==> config.mk <==
export PLATFORM = sky130hd
export DESIGN_NAME = one_at_a_time_string_hash_unit
export DESIGN_NICKNAME = d
export VERILOG_FILES = /design/src/sv/osh_pkg.sv /design/src/sv/one_at_a_time_string_hash_unit.sv
export SDC_FILE = /design/constraint.sdc
export NUM_CORES = 1
export LEC_CHECK = 0
export BUFFER_PORTS_ARGS = -buffer_cell sky130_fd_sc_hd__clkbuf_2
export CAP_MARGIN = 20
export CORE_MARGIN = 2
export CORE_UTILIZATION = 30
export DETAILED_ROUTE_END_ITERATION = 6
export GPL_TIMING_DRIVEN = 0
export PLACE_DENSITY_LB_ADDON = 0.12
export RECOVER_POWER = 25
export SLEW_MARGIN = 5
export SYNTH_ARGS = -nofsm -noshare
export SYNTH_HDL_FRONTEND = slang
export SYNTH_SLANG_ARGS = --single-unit
==> constraint.sdc <==
create_clock -name clk -period 7.1 [get_ports clk]
set_clock_uncertainty 0.1 [all_clocks]
set_input_delay 2.13 -clock clk [delete_from_list [all_inputs] [get_ports clk]]
set_output_delay 2.13 -clock clk [all_outputs]
set_load 0.01 [all_outputs]
==> src/sv/osh_pkg.sv <==
// ----------------------------------------------------------------------------
// osh_pkg: shared definitions for the one-at-a-time string hash unit
// Register indexes, reset values, mix constants and the final mix function.
// ----------------------------------------------------------------------------
package osh_pkg;

  localparam int unsigned HashWidth   = 32;
  localparam int unsigned CharWidth   = 16;
  localparam int unsigned ShiftWidth  = 5;
  localparam int unsigned CfgIdxWidth = 1;
  localparam int unsigned CfgDatWidth = 5;

  localparam int unsigned MixRight = 6;
  localparam int unsigned FinA     = 3;
  localparam int unsigned FinB     = 11;
  localparam int unsigned FinC     = 15;

  typedef enum logic [CfgIdxWidth-1:0] {
    REG_CHAR_MODE = 1'b0,
    REG_MIX_SHIFT = 1'b1
  } cfg_reg_t;

  localparam logic                  CharModeReset = 1'b0;
  localparam logic [ShiftWidth-1:0] MixShiftReset = 5'd10;

  typedef logic [HashWidth-1:0] hash_t;

  // final avalanche: shift-add, xor-shift, shift-add
  function automatic hash_t finalize(input hash_t h_in);
    hash_t h;
    h = h_in;
    h = h + (h << FinA);
    h = h ^ (h >> FinB);
    h = h + (h << FinC);
    return h;
  endfunction

endpackage

==> src/sv/one_at_a_time_string_hash_unit.sv <==
// ----------------------------------------------------------------------------
// one_at_a_time_string_hash_unit: streaming one-at-a-time string hash
// Three registered steps: input register, per-character mix into the
// running hash, final mix into the output register.
// ----------------------------------------------------------------------------
// A finished string's hash moves into s2, then through the final mix into
// the output register. Throughput: one item per cycle while not stalled; the
// running hash update is a loop through the add, shift-add and xor-shift.
// Stalls only when the output register is held and a finished string waits.
// Reset (rst, synchronous): empty pipeline, running hash 0, char_mode 0,
// mix_shift 10.
module one_at_a_time_string_hash_unit (
  input  logic                                clk,
  input  logic                                rst,
  input  logic                                cfg_write,
  input  logic [osh_pkg::CfgIdxWidth-1:0]     cfg_index,
  input  logic [osh_pkg::CfgDatWidth-1:0]     cfg_data,
  input  logic                                in_valid,
  output logic                                in_ready,
  input  logic [osh_pkg::CharWidth-1:0]       character,
  input  logic                                char_valid,
  input  logic                                last,
  output logic                                out_valid,
  input  logic                                out_ready,
  output logic [osh_pkg::HashWidth-1:0]       hash
);

  logic                             char_mode;
  logic [osh_pkg::ShiftWidth-1:0]   mix_shift;

  // input register
  logic                             s1_valid;
  logic [osh_pkg::CharWidth-1:0]    s1_char;
  logic                             s1_char_valid;
  logic                             s1_last;

  // finished string awaiting final mix
  logic                             s2_valid;
  osh_pkg::hash_t                   s2_hash;

  osh_pkg::hash_t                   running_hash;
  osh_pkg::hash_t                   running_hash_next;
  osh_pkg::hash_t                   char_ext;
  osh_pkg::hash_t                   mix_add;
  osh_pkg::hash_t                   mix_shl;

  logic out_free;
  logic s2_ready;
  logic s1_consume;

  assign out_free   = !out_valid || out_ready;
  assign s2_ready   = !s2_valid || out_free;
  assign s1_consume = s1_valid && (!s1_last || s2_ready);
  assign in_ready   = !s1_valid || s1_consume;

  always_ff @(posedge clk) begin
    if (rst) begin
      char_mode <= osh_pkg::CharModeReset;
      mix_shift <= osh_pkg::MixShiftReset;
    end else if (cfg_write) begin
      case (cfg_index)
        osh_pkg::REG_CHAR_MODE: char_mode <= cfg_data[0];
        osh_pkg::REG_MIX_SHIFT: mix_shift <= cfg_data[osh_pkg::ShiftWidth-1:0];
        default: ;
      endcase
    end
  end

  always_comb begin
    if (char_mode) begin
      char_ext = {{(osh_pkg::HashWidth-osh_pkg::CharWidth){1'b0}}, s1_char};
    end else begin
      char_ext = {{(osh_pkg::HashWidth-8){s1_char[7]}}, s1_char[7:0]};
    end
    mix_add = running_hash + char_ext;
    mix_shl = mix_add + (mix_add << mix_shift);
    if (s1_char_valid) begin
      running_hash_next = mix_shl ^ (mix_shl >> osh_pkg::MixRight);
    end else begin
      running_hash_next = running_hash;
    end
  end

  always_ff @(posedge clk) begin
    if (rst) begin
      s1_valid     <= 1'b0;
      s2_valid     <= 1'b0;
      out_valid    <= 1'b0;
      running_hash <= '0;
    end else begin
      if (in_ready) begin
        s1_valid <= in_valid;
      end
      if (s1_consume) begin
        running_hash <= s1_last ? '0 : running_hash_next;
      end
      if (s2_ready) begin
        s2_valid <= s1_consume && s1_last;
      end
      if (out_free) begin
        out_valid <= s2_valid;
      end
    end
  end

  always_ff @(posedge clk) begin
    if (in_ready) begin
      s1_char       <= character;
      s1_char_valid <= char_valid;
      s1_last       <= last;
    end
    if (s2_ready) begin
      s2_hash <= running_hash_next;
    end
    if (out_free) begin
      hash <= osh_pkg::finalize(s2_hash);
    end
  end

endmodule

Yosys cells after proc, flatten, opt, wreduce, memory -nomap -nowiden
Index checks and enable logic that the tools add are counted.

Flip-flop bits (word level): 123. Input bits: 29. Output and inout bits: 34. Word-level logic and storage cells: 34.

$add $sub $neg: 4. Shift operators: 1. Mux-type cells: 3. Bitwise operators: 3. Reductions and logical operators: 12.

Operators by type and width (number): $add A32 B32 Y32 (4); $mux W32 (3); $shl A32 B5 Y32 (1); $xor A32 B21 Y32 (1); $xor A32 B26 Y32 (1); $logic_not A1 Y1 (4); $logic_or A1 B1 Y1 (4); $reduce_and A2 Y1 (2); $logic_and A1 B1 Y1 (2); $not A1 Y1 (1).

Logic depth before layout (Yosys ltp)
Depth in word-level cells: 7. Depth in mapped cells: 34. Depth with buffers taken out: 29.

Worst setup path after synthesis
No wires, ideal clock.

Kind: flip-flop to flip-flop. Start point: register s1_char[7] (netlist name). End point: register s2_hash[25], data pin. Library setup time: 0.260 ns. Arrival time: 6.752 ns. Required time: 6.740 ns. Path slack: -0.013 ns. Cell stages (with the launch flop): 35. Path buffers: 5. Period minus slack after synthesis: 7.113 ns. Path through: edfxtp_1 -> nand2b_4 -> buf_6 -> clkbuf_1 -> buf_2 -> buf_1 -> nand2_1 -> ha_1 -> buf_2 -> a21oi_1 -> o21ai_1 -> and3_1 -> o31ai_4 -> a31oi_1 -> a31oi_1 -> xor2_1 -> inv_2 -> mux2i_1 -> mux2i_1 -> mux2_2 -> mux2i_1 -> o22ai_1 -> ha_1 -> a21o_1 -> a21o_1 -> a21oi_1 -> nand4b_1 -> or3_1 -> a41o_1 -> a21oi_1 -> o221ai_1 -> a21oi_1 -> xnor2_1 -> xnor3_1 -> mux2_4.

Word-level cells in the longest chain between the ends: 6.

Ends and longest elaborated chain: from (decl) (RTL line one_at_a_time_string_hash_unit.sv:33) `logic [osh_pkg::CharWidth-1:0] s1_char;`; from (signal assigned) (RTL line one_at_a_time_string_hash_unit.sv:108) `s1_char <= character;`; $mux W32 * (RTL line one_at_a_time_string_hash_unit.sv:70) `if (char_mode) begin`; $add A32 B32 Y32 * (RTL line one_at_a_time_string_hash_unit.sv:75) `mix_add = running_hash + char_ext;`; $shl A32 B5 Y32 (RTL line one_at_a_time_string_hash_unit.sv:76) `mix_shl = mix_add + (mix_add << mix_shift);`; $add A32 B32 Y32 * (RTL line one_at_a_time_string_hash_unit.sv:76); $xor A32 B26 Y32 * (RTL line one_at_a_time_string_hash_unit.sv:78) `running_hash_next = mix_shl ^ (mix_shl >> osh_pkg::MixRight);`; $mux W32 * (RTL line one_at_a_time_string_hash_unit.sv:77) `if (s1_char_valid) begin`; via running_hash_next[25] (RTL line one_at_a_time_string_hash_unit.sv:42) `osh_pkg::hash_t running_hash_next;`; to (signal assigned) (RTL line one_at_a_time_string_hash_unit.sv:113) `s2_hash <= running_hash_next;`; to (decl) (RTL line one_at_a_time_string_hash_unit.sv:39) `osh_pkg::hash_t s2_hash;`.

The timed path passes the listed nets; every way through them passes the cells marked *. A chain may end at the register's enable or synchronous reset.

Worst setup path after layout
Same ends and word-level chain as after synthesis.

==> flow_metrics.tcl <==
set metrics [dict create \
    status "finished clean" \
    synth_cell_types 96 \
    synth_top_area_share_pct 20.60 \
    cts_tree "done" \
    routed_wl_um 42670 \
    syn-num-nets 1499 \
    synthToLayoutAreaGrowth_pct 19.86 \
    grt_pass1_wl_um 63870 \
    grt_pass1_vias 10290 \
    vias 10920 \
    min_period_over_period_pct 99.10 \
    path_max_fanout 6 \
    clock_path_buffers 2 \
    arrival_ps 7110 \
    avgViaCountPerCell 5.377 \
    drtAntennaViolNets 0 \
    fin_nets 1618 \
    overflow 0 \
    synth.avg_cell_area_um2 8.698 \
    grt_max_degree 35 \
    worst-setup-path-type "flop to flop" \
    fillers 4148 \
    startpoint_type "flop" \
    worst-r2r-cell-count 32 \
    pin_count 63 \
    timing.fmax_mhz 142.1 \
    yosysSeqAreaShare_pct 27.47 \
    start_util_pct 30.22 \
    port_buffers 62 \
    clk_latency_ps 440 \
    timing.slew.headroom_pct 12.88 \
    yosys-top-cells-area "edfxtp_1 21%, ha_1 9.6%, xnor2_1 7.1%" \
    rsz0062_at_grt "yes" \
    async_reset_ff_share_pct 0 \
    fp.dieW_um 203.6 \
    initialDrtViolationCount 833 \
    cp_slowest_cell "edfxtp_1" \
    period_minus_slack_ps 7036 \
    critical_path_required_ps 7170 \
    diodes 0 \
    hold_buffers 0 \
    cp-end-kind "flop" \
    layout-drive-gt1-share_pct 18.86 \
    drcViolationCount 0 \
    finalHoldViolCount 0 \
    drv_slew 0 \
    core_area_mm2 0.03955 \
    synth_commonest_cells "130 x a21oi_1, 121 x nor2_1, 114 x nand2_1" \
    path_clk_slew_ps 60 \
    max_stage_delay_ps 530 \
    hp-class "flop to flop" \
    dp_hpwl_um 34550 \
    antenna_found_initial 0 \
    cts-root-buf "clkbuf_16" \
    clock-sinks 123 \
    worst_slack_ps 63.88 \
    tightestPinTransition_ps 1307 \
    grt_use_total_pct 20.49 \
    synthFlopType "edfxtp_1" \
    worst_hold_slack_ps 413.9 \
    route.detailed.wl_per_inst_um 21.01 \
    cap_viol_max_count 0 \
    yosys.area.top_type "edfxtp_1" \
    die_h_um 203.6 \
    gp_congestion 0.8814 \
    h-tree-depth 4 \
    finalSetupViolations 0 \
    syn_inst 1374 \
    yosysWarnings 0 \
    hold_depth 2 \
    drtPass1Iterations 5 \
    dieArea_mm2 0.04145 \
    multiInputGateArea_mm2 0.008647 \
    dpl_worst_slack_ps -1910 \
    regArea_mm2 0.003283 \
    synth_most_common_cell "a21oi_1" \
    synth-edff-count 82 \
    syn_area_mm2 0.01195 \
    synth-seq-cells 123 \
    rows 73 \
    cts_made_buffers 17 \
]
what timing repair did:
| item | CTS | global route |
|---|---|---|
| pin swaps | 22 | 27 |
| setup buffers | 15 | 21 |
| endpoints found under the setup margin | 46 | 29 |
| resized for setup | 88 | 19 |
| gates cloned | 0 | 2 |
layout make-up:
class                           count  area share [%]
Sequential cell                   123           22.92
Clock buffer                       19           3.022
Inverter                           53           1.441
Buffer                             60           2.157
Multi-Input combinational cell   1136           60.36
Tap cell                          525           4.586
Clock inverter                     13          0.9957
Timing Repair Buffer              102           4.516
metal layers:
metal  GRT usage [%]  wire, µm
met1           29.34     20500
met2           32.30     19400
met3           2.669      1854
met4           5.527       916
met5               0         0
critical path, delay by kind of cell (launching register included):
kind | cells | cell delay (ps)
AO/OA/AOI/OAI | 13 | 2440
adder cells (fa/ha/maj) | 2 | 600
flip-flops | 1 | 530
multiplexers | 5 | 1060
buffers and inverters | 4 | 430
AND/OR/NAND/NOR | 5 | 900
XOR/XNOR | 3 | 700
state kept, by name (all words and copies together), names as in the netlist:
register       flops
hash              32
running_hash      32
s2_hash           32
s1_char           16
mix_shift          5
char_mode          1
out_valid          1
s1_char_valid      1
s1_last            1
s1_valid           1
s2_valid           1
cells by family (layout without fill, tap and decap cells):
| group | Yosys count | after routing | synth area share, % |
|---|---|---|---|
| xor+xnor | 149 | 149 | 11.34 |
| fa+ha+maj | 96 | 96 | 10.30 |
| compound gates | 407 | 407 | 22.54 |
| simple gates | 407 | 407 | 16.30 |
| mux | 77 | 77 | 7.998 |
| buf+inv | 115 | 247 | 4.051 |
| flops | 123 | 123 | 27.47 |
cells in the final DEF (no fill, tap or decap), types with 7 or more instances in the layout:
cell	netlist	final
inv_1	51	51
a21o_1	39	39
and2_1	8	8
mux2i_1	40	37
clkbuf_2	0	60
a31oi_1	12	9
ha_4	0	7
mux4_2	11	11
and3_1	15	13
buf_2	15	13
mux2_2	24	23
or3_1	9	8
xnor2_1	97	88
o22ai_1	10	7
clkbuf_16	0	19
o21ai_1	9	12
o211ai_1	9	9
o21ai_0	69	62
a22oi_1	12	12
a21oi_1	130	119
edfxtp_1	82	82
a211oi_1	12	10
nand2b_1	20	20
nor2b_1	19	17
nor3_1	23	22
clkbuf_1	31	35
nand2_1	114	111
o21a_1	15	15
o21bai_1	11	11
buf_1	12	11
nor2_1	121	119
xnor2_2	3	12
nand3_1	37	37
a21oi_2	3	12
nand4_1	12	12
o31ai_1	9	9
ha_1	92	83
dfxtp_1	41	41
xor2_1	47	41
buf_4	1	37
worst paths after layout:
path | start | slack [ps] | to
worst max-delay path | s1_char[7] | 60 | s2_hash[25]
worst min-delay path | s2_valid | 410 | out_valid
worst max register to register | s1_char[7] | 60 | s2_hash[25]
worst min register to register | s2_valid | 410 | out_valid
per-stage QoR:
step	setup TNS [ps]	area, µm²	std cells	utilization (%)
after floorplan	0	11950	1374	-
after global placement	-56770	12920	1961	32.67
after detailed placement	-50890	12960	1963	32.78
after CTS	0	14080	2009	35.61
after global routing	-428.7	14330	2031	36.22
final	0	14330	2031	36.22
Power is left out: the tool's default activity adds up to more than one toggle a clock period on the data nets, which glitch-free logic cannot reach.
